===== src/hdl/pptt_pkg.sv =====
// ============================================================================
// pptt_pkg
// Shared types and constants for the pending probe table with timeout.
// ============================================================================
package pptt_pkg;

    localparam int DATA_BITS     = 64;
    localparam int OCC_BITS      = 5;
    localparam int TIME_BITS     = 32;
    localparam logic [TIME_BITS-1:0] TIMEOUT_RESET = 32'd30;

    typedef enum logic [1:0] {
        FUNC_MAKE  = 2'd0,
        FUNC_MATCH = 2'd1,
        FUNC_TICK  = 2'd2,
        FUNC_CLEAR = 2'd3
    } func_t;

    typedef enum logic [1:0] {
        STAT_DONE     = 2'd0,
        STAT_FULL     = 2'd1,
        STAT_NOTFOUND = 2'd2,
        STAT_MATCHED  = 2'd3
    } status_t;

    typedef struct packed {
        status_t                status;
        logic [DATA_BITS-1:0]   target;
        logic [DATA_BITS-1:0]   conn;
        logic [OCC_BITS-1:0]    occupancy;
    } result_t;

endpackage


===== src/hdl/pending_probe_table_with_timeout.sv =====
// ============================================================================
// pending_probe_table_with_timeout
// Ordered table of outstanding probes with token match and tick-based reaping.
// ============================================================================
//
//  channel  dir  handshake          payload
//  s_*      in   s_tvalid/s_tready  tuser: func; tdata: token, target_id, conn_info
//  m_*      out  m_tvalid/m_tready  tuser: status; tdata: matched_target,
//                                   matched_conn, occupancy
//  cfg_*    in   cfg_we             cfg_wdata: max_timeout
//
//  Make and clear pass from accept through the exec state to the done state.
//  Match and tick add a scan of the n entries held: one entry store read per
//  cycle, set by the single read port of the store.
//  Reset empties the table through the held count; the store itself is not
//  cleared. The result register lets the next item be taken while a result
//  waits on m_tready; a held result stalls only the finish.
//
module pending_probe_table_with_timeout #(
    parameter int TABLE_ENTRIES = 16,
    parameter int TOKEN_BITS    = 64
) (
    input  logic         clk,
    input  logic         rst_n,
    input  logic         s_tvalid,
    output logic         s_tready,
    input  logic [191:0] s_tdata,   // token[63:0], target_id[127:64], conn_info[191:128]
    input  logic [1:0]   s_tuser,   // func[1:0]
    output logic         m_tvalid,
    input  logic         m_tready,
    output logic [135:0] m_tdata,   // matched_target[63:0], matched_conn[127:64],
                                    // occupancy[132:128], zero[135:133]
    output logic [1:0]   m_tuser,   // status[1:0]
    input  logic         cfg_we,
    input  logic [31:0]  cfg_wdata
);
    import pptt_pkg::*;

    localparam int IW = $clog2(TABLE_ENTRIES);
    localparam int EW = TOKEN_BITS + 2 * DATA_BITS + TIME_BITS;

    logic           mem_wr_en;
    logic [IW-1:0]  mem_wr_addr;
    logic [EW-1:0]  mem_wr_data;
    logic           mem_rd_en;
    logic [IW-1:0]  mem_rd_addr;
    logic [EW-1:0]  mem_rd_data;

    logic           res_valid;
    logic           res_ready;
    result_t        res;

    logic           out_valid_reg, out_valid_next;
    result_t        out_reg;

    pptt_mem #(
        .DEPTH (TABLE_ENTRIES),
        .WIDTH (EW)
    ) u_mem (
        .clk     (clk),
        .wr_en   (mem_wr_en),
        .wr_addr (mem_wr_addr),
        .wr_data (mem_wr_data),
        .rd_en   (mem_rd_en),
        .rd_addr (mem_rd_addr),
        .rd_data (mem_rd_data)
    );

    pptt_ctrl #(
        .TABLE_ENTRIES (TABLE_ENTRIES),
        .TOKEN_BITS    (TOKEN_BITS)
    ) u_ctrl (
        .clk         (clk),
        .rst_n       (rst_n),
        .cfg_we      (cfg_we),
        .cfg_wdata   (cfg_wdata),
        .in_valid    (s_tvalid),
        .in_ready    (s_tready),
        .in_func     (func_t'(s_tuser)),
        .in_token    (s_tdata[TOKEN_BITS-1:0]),
        .in_target   (s_tdata[127:64]),
        .in_conn     (s_tdata[191:128]),
        .res_valid   (res_valid),
        .res_ready   (res_ready),
        .res         (res),
        .mem_wr_en   (mem_wr_en),
        .mem_wr_addr (mem_wr_addr),
        .mem_wr_data (mem_wr_data),
        .mem_rd_en   (mem_rd_en),
        .mem_rd_addr (mem_rd_addr),
        .mem_rd_data (mem_rd_data)
    );

    // load the result register when it is empty or being drained
    assign res_ready = !out_valid_reg || m_tready;

    always_comb
    begin
        out_valid_next = out_valid_reg;
        if (res_valid && res_ready)
        begin
            out_valid_next = 1'b1;
        end
        else if (m_tready)
        begin
            out_valid_next = 1'b0;
        end
    end

    always_ff @(posedge clk or negedge rst_n)
    begin
        if (!rst_n)
        begin
            out_valid_reg <= 1'b0;
        end
        else
        begin
            out_valid_reg <= out_valid_next;
        end
    end

    always_ff @(posedge clk)
    begin
        if (res_valid && res_ready)
        begin
            out_reg <= res;
        end
    end

    assign m_tvalid = out_valid_reg;
    assign m_tuser  = out_reg.status;
    assign m_tdata  = {3'b000, out_reg.occupancy, out_reg.conn, out_reg.target};

endmodule


===== src/hdl/pptt_mem.sv =====
// ============================================================================
// pptt_mem
// Entry store: one write port, one read port with registered read data.
// ============================================================================
module pptt_mem #(
    parameter int DEPTH = 16,
    parameter int WIDTH = 224
) (
    input  logic                     clk,
    input  logic                     wr_en,
    input  logic [$clog2(DEPTH)-1:0] wr_addr,
    input  logic [WIDTH-1:0]         wr_data,
    input  logic                     rd_en,
    input  logic [$clog2(DEPTH)-1:0] rd_addr,
    output logic [WIDTH-1:0]         rd_data
);

    logic [WIDTH-1:0] mem [DEPTH];
    logic [WIDTH-1:0] rd_data_reg;

    always_ff @(posedge clk)
    begin
        if (wr_en)
        begin
            mem[wr_addr] <= wr_data;
        end
        if (rd_en)
        begin
            rd_data_reg <= mem[rd_addr];
        end
    end

    assign rd_data = rd_data_reg;

endmodule


===== src/hdl/pptt_ctrl.sv =====
// ============================================================================
// pptt_ctrl
// Sequencer: make, clear, and a compacting read-modify-write scan of the
// entry store for match and tick.
// ============================================================================
module pptt_ctrl #(
    parameter int TABLE_ENTRIES = 16,
    parameter int TOKEN_BITS    = 64,
    parameter int IW            = $clog2(TABLE_ENTRIES),
    parameter int EW            = TOKEN_BITS + 2 * pptt_pkg::DATA_BITS + pptt_pkg::TIME_BITS
) (
    input  logic                               clk,
    input  logic                               rst_n,
    input  logic                               cfg_we,
    input  logic [pptt_pkg::TIME_BITS-1:0]     cfg_wdata,
    input  logic                               in_valid,
    output logic                               in_ready,
    input  pptt_pkg::func_t                    in_func,
    input  logic [TOKEN_BITS-1:0]              in_token,
    input  logic [pptt_pkg::DATA_BITS-1:0]     in_target,
    input  logic [pptt_pkg::DATA_BITS-1:0]     in_conn,
    output logic                               res_valid,
    input  logic                               res_ready,
    output pptt_pkg::result_t                  res,
    output logic                               mem_wr_en,
    output logic [IW-1:0]                      mem_wr_addr,
    output logic [EW-1:0]                      mem_wr_data,
    output logic                               mem_rd_en,
    output logic [IW-1:0]                      mem_rd_addr,
    input  logic [EW-1:0]                      mem_rd_data
);
    import pptt_pkg::*;

    localparam int CW = $clog2(TABLE_ENTRIES + 1);

    typedef enum logic [3:0] {
        ST_IDLE = 4'b0001,
        ST_EXEC = 4'b0010,
        ST_SCAN = 4'b0100,
        ST_DONE = 4'b1000
    } state_t;

    state_t                 state_reg, state_next;
    func_t                  func_reg, func_next;
    logic [TOKEN_BITS-1:0]  token_reg, token_next;
    logic [DATA_BITS-1:0]   target_reg, target_next;
    logic [DATA_BITS-1:0]   conn_reg, conn_next;
    logic [CW-1:0]          n_reg, n_next;
    logic [CW-1:0]          rd_reg, rd_next;
    logic [CW-1:0]          wr_reg, wr_next;
    logic                   pend_reg, pend_next;
    logic                   found_reg, found_next;
    logic [TIME_BITS-1:0]   tick_reg, tick_next;
    logic [TIME_BITS-1:0]   timeout_reg, timeout_next;
    status_t                stat_reg, stat_next;
    logic [DATA_BITS-1:0]   mt_reg, mt_next;
    logic [DATA_BITS-1:0]   mc_reg, mc_next;

    logic                   accept;
    logic                   rd_issue;
    logic                   drop;
    logic [TOKEN_BITS-1:0]  e_token;
    logic [DATA_BITS-1:0]   e_target;
    logic [DATA_BITS-1:0]   e_conn;
    logic [TIME_BITS-1:0]   e_stamp;
    logic [TIME_BITS-1:0]   age;

    assign in_ready  = (state_reg == ST_IDLE);
    assign accept    = in_valid && in_ready;
    assign res_valid = (state_reg == ST_DONE);

    assign res.status    = stat_reg;
    assign res.target    = mt_reg;
    assign res.conn      = mc_reg;
    assign res.occupancy = OCC_BITS'(n_reg);

    assign {e_stamp, e_conn, e_target, e_token} = mem_rd_data;
    assign age      = tick_reg - e_stamp;
    assign rd_issue = (state_reg == ST_SCAN) && (rd_reg < n_reg);
    assign mem_rd_en   = rd_issue;
    assign mem_rd_addr = rd_reg[IW-1:0];

    always_comb
    begin
        if (func_reg == FUNC_TICK)
        begin
            drop = (age > timeout_reg);
        end
        else
        begin
            drop = !found_reg && (e_token == token_reg);
        end
    end

    always_comb
    begin
        state_next   = state_reg;
        func_next    = func_reg;
        token_next   = token_reg;
        target_next  = target_reg;
        conn_next    = conn_reg;
        n_next       = n_reg;
        rd_next      = rd_reg;
        wr_next      = wr_reg;
        pend_next    = pend_reg;
        found_next   = found_reg;
        tick_next    = tick_reg;
        timeout_next = cfg_we ? cfg_wdata : timeout_reg;
        stat_next    = stat_reg;
        mt_next      = mt_reg;
        mc_next      = mc_reg;
        mem_wr_en    = 1'b0;
        mem_wr_addr  = wr_reg[IW-1:0];
        mem_wr_data  = mem_rd_data;

        case (state_reg)
            ST_IDLE:
            begin
                if (accept)
                begin
                    func_next   = in_func;
                    token_next  = in_token;
                    target_next = in_target;
                    conn_next   = in_conn;
                    rd_next     = '0;
                    wr_next     = '0;
                    pend_next   = 1'b0;
                    found_next  = 1'b0;
                    mt_next     = '0;
                    mc_next     = '0;
                    // ages are taken against the advanced count
                    if (in_func == FUNC_TICK)
                    begin
                        tick_next = tick_reg + 1'b1;
                    end
                    state_next = ST_EXEC;
                end
            end
            ST_EXEC:
            begin
                case (func_reg)
                    FUNC_MAKE:
                    begin
                        if (n_reg == CW'(TABLE_ENTRIES))
                        begin
                            stat_next = STAT_FULL;
                        end
                        else
                        begin
                            stat_next   = STAT_DONE;
                            mem_wr_en   = 1'b1;
                            mem_wr_addr = n_reg[IW-1:0];
                            mem_wr_data = {tick_reg, conn_reg, target_reg, token_reg};
                            n_next      = n_reg + CW'(1);
                        end
                        state_next = ST_DONE;
                    end
                    FUNC_CLEAR:
                    begin
                        stat_next  = STAT_DONE;
                        n_next     = '0;
                        state_next = ST_DONE;
                    end
                    FUNC_MATCH:
                    begin
                        stat_next  = STAT_NOTFOUND;
                        state_next = ST_SCAN;
                    end
                    default:
                    begin
                        stat_next  = STAT_DONE;
                        state_next = ST_SCAN;
                    end
                endcase
            end
            ST_SCAN:
            begin
                if (rd_issue)
                begin
                    rd_next   = rd_reg + CW'(1);
                    pend_next = 1'b1;
                end
                else
                begin
                    pend_next = 1'b0;
                end
                // compact: kept entries move down to the write pointer
                if (pend_reg)
                begin
                    if (drop)
                    begin
                        if (func_reg == FUNC_MATCH)
                        begin
                            found_next = 1'b1;
                            stat_next  = STAT_MATCHED;
                            mt_next    = e_target;
                            mc_next    = e_conn;
                        end
                    end
                    else
                    begin
                        mem_wr_en = 1'b1;
                        wr_next   = wr_reg + CW'(1);
                    end
                end
                if (!rd_issue && !pend_reg)
                begin
                    n_next     = wr_reg;
                    state_next = ST_DONE;
                end
            end
            ST_DONE:
            begin
                if (res_ready)
                begin
                    state_next = ST_IDLE;
                end
            end
            default:
            begin
                state_next = ST_IDLE;
            end
        endcase
    end

    always_ff @(posedge clk or negedge rst_n)
    begin
        if (!rst_n)
        begin
            state_reg   <= ST_IDLE;
            n_reg       <= '0;
            rd_reg      <= '0;
            wr_reg      <= '0;
            pend_reg    <= 1'b0;
            found_reg   <= 1'b0;
            tick_reg    <= '0;
            timeout_reg <= TIMEOUT_RESET;
        end
        else
        begin
            state_reg   <= state_next;
            n_reg       <= n_next;
            rd_reg      <= rd_next;
            wr_reg      <= wr_next;
            pend_reg    <= pend_next;
            found_reg   <= found_next;
            tick_reg    <= tick_next;
            timeout_reg <= timeout_next;
        end
    end

    always_ff @(posedge clk)
    begin
        func_reg   <= func_next;
        token_reg  <= token_next;
        target_reg <= target_next;
        conn_reg   <= conn_next;
        stat_reg   <= stat_next;
        mt_reg     <= mt_next;
        mc_reg     <= mc_next;
    end

    a_wr_behind_rd: assert property (@(posedge clk) disable iff (!rst_n)
        (state_reg == ST_SCAN && mem_wr_en) |-> (wr_reg < rd_reg))
        else $error("scan writes an entry not yet read");

    a_occ_bound: assert property (@(posedge clk) disable iff (!rst_n)
        n_reg <= CW'(TABLE_ENTRIES))
        else $error("occupancy beyond table size");

    a_match_count: assert property (@(posedge clk) disable iff (!rst_n)
        (state_reg == ST_SCAN && !rd_issue && !pend_reg && func_reg == FUNC_MATCH)
        |-> ((wr_reg + CW'(found_reg)) == n_reg))
        else $error("match scan lost or duplicated entries");

    a_tick_only_on_tick: assert property (@(posedge clk) disable iff (!rst_n)
        !$stable(tick_reg) |-> $past(accept && in_func == FUNC_TICK))
        else $error("tick count moved without a tick item");

endmodule

===== config.mk =====
export PLATFORM = sky130hd
export DESIGN_NAME = pending_probe_table_with_timeout
export DESIGN_NICKNAME = d
export VERILOG_FILES = /design/src/hdl/pptt_pkg.sv /design/src/hdl/pending_probe_table_with_timeout.sv /design/src/hdl/pptt_mem.sv /design/src/hdl/pptt_ctrl.sv
export SDC_FILE = /design/constraint.sdc
export NUM_CORES = 2
export LEC_CHECK = 0
export BUFFER_PORTS_ARGS = -buffer_cell sky130_fd_sc_hd__buf_2
export CAP_MARGIN = 10
export CELL_PAD_IN_SITES_DETAIL_PLACEMENT = 0
export CELL_PAD_IN_SITES_GLOBAL_PLACEMENT = 2
export CORE_ASPECT_RATIO = 2
export CORE_UTILIZATION = 25
export CTS_BUF_LIST = sky130_fd_sc_hd__clkbuf_16
export DETAILED_ROUTE_END_ITERATION = 10
export GPL_ROUTABILITY_DRIVEN = 0
export GPL_TIMING_DRIVEN = 0
export PLACE_DENSITY = 0.41
export SYNTH_ARGS = -nofsm -noshare
export SYNTH_HDL_FRONTEND = slang
export SYNTH_HIERARCHICAL = 1
export SYNTH_SLANG_ARGS = --single-unit
export TNS_END_PERCENT = 30

===== constraint.sdc =====
create_clock -name clk -period 64.5 [get_ports clk]
set_clock_uncertainty 0.15 [all_clocks]
set_input_delay 3.225 -clock clk [delete_from_list [all_inputs] [get_ports clk]]
set_output_delay 3.225 -clock clk [all_outputs]
set_load 0.02 [all_outputs]

==> run summary <==
The run finished with clean final reports. The async set or reset register ratio after synthesis was 0.01976; the part of the power in combinational logic was 0.126. The power dissipated by switching net loads came out at 1731 uW. In this run the post-CTS setup repair buffer count came out at 0. The register with the most flip-flops in the layout has 3584 of them. The layout cell share with drive strength beyond 1 came out at 0.3093. The number of placed I/O pins is 371, and the instance count along the most critical hold path is 0. The buffers plus inverters on the worst setup path is 9. The worst path in the final design needs a cycle of 9.053 ns, including I/O delays and setup. The critical path is of the reg2reg type. The required time of the critical path was 65.08 ns.

The run gives 0.7864 as the portion of the post-synthesis area used by sequential elements. In this run the register-to-register setup slack is 55.45 ns. Across the VDD grid, the largest voltage drop is 21.89 uV. The tree is rooted in a sky130_fd_sc_hd__clkbuf_16.

The area growth from synthesis to layout is 20.50%. Along the worst path, the maximum fanout reaches 8. The first global-routing pass estimated 786.3 mm of wire.

The number of gates resized after CTS was 0. Timing analysis after detailed placement gives a worst setup slack of 55.38 ns. The proportion of power drawn by the clock network is 0.380. In this run the critical register-to-register path is launched from u_mem/rd_data[199]. Commonest register cell after synthesis: sky130_fd_sc_hd__edfxtp_1. For the worst-skew pair, the clock arrives at the later sink with an insertion delay of 1.08 ns. Synthesis produced 7564 cells. The overall die width was 577.6 um. The portion of the clock cycle consumed by the worst path in the final layout was 0.1404; the total global-route track usage was 0.1742.

The switching share of power was 0.2560. TritonCTS built the clock tree. The tools report the number of buffers on the longest clock path as 5. The kind of cell with the highest combined delay along the critical path is compound AO/OA/AOI/OAI gates. The initial antenna violation count is 44. The clock-pin transition on the worst setup and hold timing paths is 0.07 ns. The worst path meets setup with 55.45 ns of slack. The number of warnings issued by yosys is 6, and the pin count of the biggest net entering global routing is 68. After clock tree synthesis, the flow added hold-fix buffers numbering 0. The cell that appears most often on the critical path is sky130_fd_sc_hd__buf_6. The total count of max-transition violations in the final report was 0; the post-synthesis average cell area was 21.90 sq um.

Setup violations remaining at the end of the flow were counted as 0. The number of hold violations in the final report is 0, and the core box area is 660000 sq um. For the fmax, the log shows 110.5 MHz.

Yosys mapped a number of flops with a built-in enable equal to 4267. The floorplan step defined a die boundary enclosing 666200 sq um. For this design, the sink count on the clock tree is 4353. In this run the number of H-tree levels came out at 5.

The logs give 410.9 mm for the HPWL reported at the end of detailed placement and 0 for the residual antenna-violating net count after detailed routing. The first routing iteration left 6301 violations. The worst hold path begins at u_ctrl/mt_reg[59]. For this run, design rule violations remaining after detail routing come to 0.

In this run the static leakage power is 0.06307 uW. The via count of the first global-routing pass was 88500; the delay of the slowest critical-path stage was 0.68 ns. The synthesized design contains 4353 register bits. For this block, the via count after detailed routing is 81860.

The pin slew with the least headroom to its limit came out at 1.305 ns. The slowest stage of the critical path is the sky130_fd_sc_hd__nor3_2 cell. The category of the worst setup path launch point is a flop.

The worst setup path is captured at a flop. The worst hold path class is reg2reg. The tools report the design internal power as 5031 uW.

The cell area after technology mapping came out at 165700 sq um. Data arrives at the worst endpoint at 9.63 ns. In the final routed layout, each cell accounts on average for 32.74 um.

The run gives 76 as the number of distinct library cells after synthesis. The worst max-slew margin expressed relative to the limit came out at 0.1301. Setup repair after global routing left no endpoint under its margin.

The aggregate routed wire length is 584.7 mm, and the sequential share of power is 0.494. Global routing finished with a remaining overflow of 0. The instance count on the critical path is 27, and the cell area after layout is 199700 sq um. The floorplan has 422 rows. The number of cells on the worst reg-to-reg path was 27; the vertical die dimension was 1.153 mm.

The tools report the area of the multi-input gates as 33220 sq um. Port buffering added 366 buffers. Setup total negative slack on the finished layout was measured at 0 ns.

The net count of the finished layout was 9114. The initial core utilization is 0.2510, and the number of max-cap violations is 0. Summing all flip-flop and latch instances after layout gives 130300 sq um. The power density relative to cell area was 33.86 nW/um^2; the ratio of routed vias to standard cells was 4.584. The worst register-to-register path ends at u_mem/mem[0][67]. The total iterations of the first detailed-routing run was 7.

The path with the worst hold slack has its endpoint at m_tdata[59]. Once placement finished, the instance area stood at 185600 sq um. The filler cells instantiated in the layout total 64170.

Number of buffers created by CTS: 445.
routing by layer:
metal / share of wire / up-vias / global-route usage
met1: 0.40 / 45410 / 0.2127
met3: 0.035 / 531 / 0.01935
met4: 0.023 / 0 / 0.04341
li1: - / 33930 / -
met2: 0.54 / 1989 / 0.3234
met5: 0 / - / 0
layout make-up:
| type | instances | share of cell area |
|---|---|---|
| Antenna cell | 17 | 0.0002131 |
| Buffer | 374 | 0.009870 |
| Clock buffer | 447 | 0.05603 |
| Clock inverter | 343 | 0.01397 |
| Inverter | 106 | 0.002030 |
| Multi-Input combinational cell | 2733 | 0.1664 |
| Sequential cell | 4353 | 0.6526 |
| Tap cell | 8692 | 0.05447 |
| Timing Repair Buffer | 793 | 0.04443 |
logic make-up after synthesis:
| logic type | after synthesis | synth area share |
|---|---|---|
| adders and majority gates | 77 | 0.005860 |
| xor gates and xnor gates | 105 | 0.005551 |
| muxes | 1203 | 0.1380 |
| other | 1 | 0.00002263 |
| DFF | 4353 | 0.7864 |
| buffers and inverters | 480 | 0.01404 |
| and+or+nand+nor | 661 | 0.02062 |
| AOI/OAI and AO/OA | 684 | 0.02949 |
layout by cell type, fill, tap and decap left out, types with 92 or more instances in the layout:
cell type and instances:
sky130_fd_sc_hd__buf_4 107, sky130_fd_sc_hd__mux4_2 833, sky130_fd_sc_hd__o21ai_0 102, sky130_fd_sc_hd__buf_2 470
sky130_fd_sc_hd__a22oi_1 378, sky130_fd_sc_hd__clkinv_2 92, sky130_fd_sc_hd__nand2_1 259, sky130_fd_sc_hd__edfxtp_1 4267
sky130_fd_sc_hd__clkbuf_16 447, sky130_fd_sc_hd__and2_1 134, sky130_fd_sc_hd__mux2_2 323, sky130_fd_sc_hd__buf_12 176
sky130_fd_sc_hd__buf_6 150, sky130_fd_sc_hd__inv_1 192, sky130_fd_sc_hd__clkbuf_1 127
power groups by stage:
| stage | registers, uW | logic, uW | clock network, uW |
|---|---|---|---|
| CTS | 3340 | 894 | 2670 |
| detailed placement | 3400 | 891 | 0 |
| global route | 3350 | 919 | 2740 |
| floorplan | 3380 | 505 | 0 |
| global placement | 3480 | 842 | 0 |
| finish | 3340 | 853 | 2570 |
synthesized netlist by cell type (4+ instances only):
master / count / share of area
sky130_fd_sc_hd__a21boi_0: 4 / 0.00018
sky130_fd_sc_hd__a21o_1: 26 / 0.0012
sky130_fd_sc_hd__a21oi_1: 38 / 0.0011
sky130_fd_sc_hd__a221oi_1: 28 / 0.0015
sky130_fd_sc_hd__a22oi_1: 378 / 0.017
sky130_fd_sc_hd__a31oi_1: 4 / 0.00015
sky130_fd_sc_hd__and2_1: 134 / 0.0051
sky130_fd_sc_hd__and3_1: 15 / 0.00057
sky130_fd_sc_hd__and4_1: 5 / 0.00026
sky130_fd_sc_hd__buf_1: 28 / 0.00063
sky130_fd_sc_hd__buf_2: 92 / 0.0028
sky130_fd_sc_hd__buf_4: 89 / 0.0040
sky130_fd_sc_hd__buf_6: 10 / 0.00068
sky130_fd_sc_hd__clkbuf_1: 155 / 0.0035
sky130_fd_sc_hd__dfrtp_1: 81 / 0.012
sky130_fd_sc_hd__dfstp_2: 5 / 0.00079
sky130_fd_sc_hd__edfxtp_1: 4267 / 0.77
sky130_fd_sc_hd__ha_1: 76 / 0.0057
sky130_fd_sc_hd__inv_1: 106 / 0.0024
sky130_fd_sc_hd__mux2_2: 323 / 0.022
sky130_fd_sc_hd__mux2i_1: 47 / 0.0028
sky130_fd_sc_hd__mux4_2: 833 / 0.11
sky130_fd_sc_hd__nand2_1: 259 / 0.0059
sky130_fd_sc_hd__nand2b_1: 37 / 0.0014
sky130_fd_sc_hd__nand3_1: 27 / 0.00082
sky130_fd_sc_hd__nand4_1: 22 / 0.00083
sky130_fd_sc_hd__nor2_1: 46 / 0.0010
sky130_fd_sc_hd__nor2b_1: 55 / 0.0021
sky130_fd_sc_hd__nor3_1: 20 / 0.00060
sky130_fd_sc_hd__nor4_1: 13 / 0.00049
sky130_fd_sc_hd__o21ai_0: 112 / 0.0034
sky130_fd_sc_hd__o21bai_1: 4 / 0.00018
sky130_fd_sc_hd__o221ai_1: 40 / 0.0021
sky130_fd_sc_hd__o22a_1: 9 / 0.00048
sky130_fd_sc_hd__o22ai_1: 7 / 0.00026
sky130_fd_sc_hd__o31ai_1: 4 / 0.00018
sky130_fd_sc_hd__or2_2: 4 / 0.00015
sky130_fd_sc_hd__or3_1: 5 / 0.00019
sky130_fd_sc_hd__xnor2_1: 51 / 0.0027
sky130_fd_sc_hd__xor2_1: 54 / 0.0029
worst register-to-register path: stages, from the launching register on:
cell and delay (ns):
sky130_fd_sc_hd__edfxtp_1 0.63, sky130_fd_sc_hd__inv_1 0.13, sky130_fd_sc_hd__ha_1 0.31, sky130_fd_sc_hd__clkbuf_1 0.21, sky130_fd_sc_hd__a2111oi_0 0.46, sky130_fd_sc_hd__o21ai_0 0.26
sky130_fd_sc_hd__and4b_1 0.30, sky130_fd_sc_hd__o211ai_1 0.34, sky130_fd_sc_hd__nand3_1 0.23, sky130_fd_sc_hd__a311o_1 0.35, sky130_fd_sc_hd__a21oi_1 0.19, sky130_fd_sc_hd__xnor2_1 0.29
sky130_fd_sc_hd__ha_1 0.36, sky130_fd_sc_hd__a21o_1 0.16, sky130_fd_sc_hd__a21oi_1 0.17, sky130_fd_sc_hd__o21ai_0 0.14, sky130_fd_sc_hd__or3_1 0.36, sky130_fd_sc_hd__a221o_1 0.51
sky130_fd_sc_hd__o21ai_0 0.46, sky130_fd_sc_hd__or3b_2 0.62, sky130_fd_sc_hd__nor3_2 0.68, sky130_fd_sc_hd__buf_6 0.26, sky130_fd_sc_hd__buf_8 0.17, sky130_fd_sc_hd__buf_6 0.20
sky130_fd_sc_hd__buf_6 0.19, sky130_fd_sc_hd__buf_6 0.20, sky130_fd_sc_hd__buf_6 0.20, sky130_fd_sc_hd__buf_6 0.19
through the flow:
stage | power, uW | std cells | hold WS (ns) | util
5_1_grt | 7005 | 17840 | 0.2125 | 0.3024
3_3_place_gp | 4319 | 16620 | 0.2527 | 0.2703
6_report | 6761 | 17860 | 0.2218 | 0.3025
3_5_place_dp | 4292 | 17050 | 0.2545 | 0.2813
2_1_floorplan | 3888 | 7566 | 0.2503 | -
4_1_cts | 6905 | 17840 | 0.2126 | 0.3024
how the worst max path moves through the flow:
stage | startpoint | endpoint | slack, ns
after CTS | u_mem/rd_data[193] | u_mem/mem[0][113] | 55.29
after floorplan | u_ctrl/tick_reg[0] | u_mem/mem[0][0] | 43.51
final | u_mem/rd_data[199] | u_mem/mem[0][67] | 55.45
after global placement | u_mem/rd_data[199] | u_mem/mem[8][54] | 11.39
after global routing | u_mem/rd_data[199] | u_mem/mem[0][69] | 54.89
after detailed placement | u_mem/rd_data[193] | u_mem/mem[0][67] | 55.38
(Power assumes the default switching activity.)
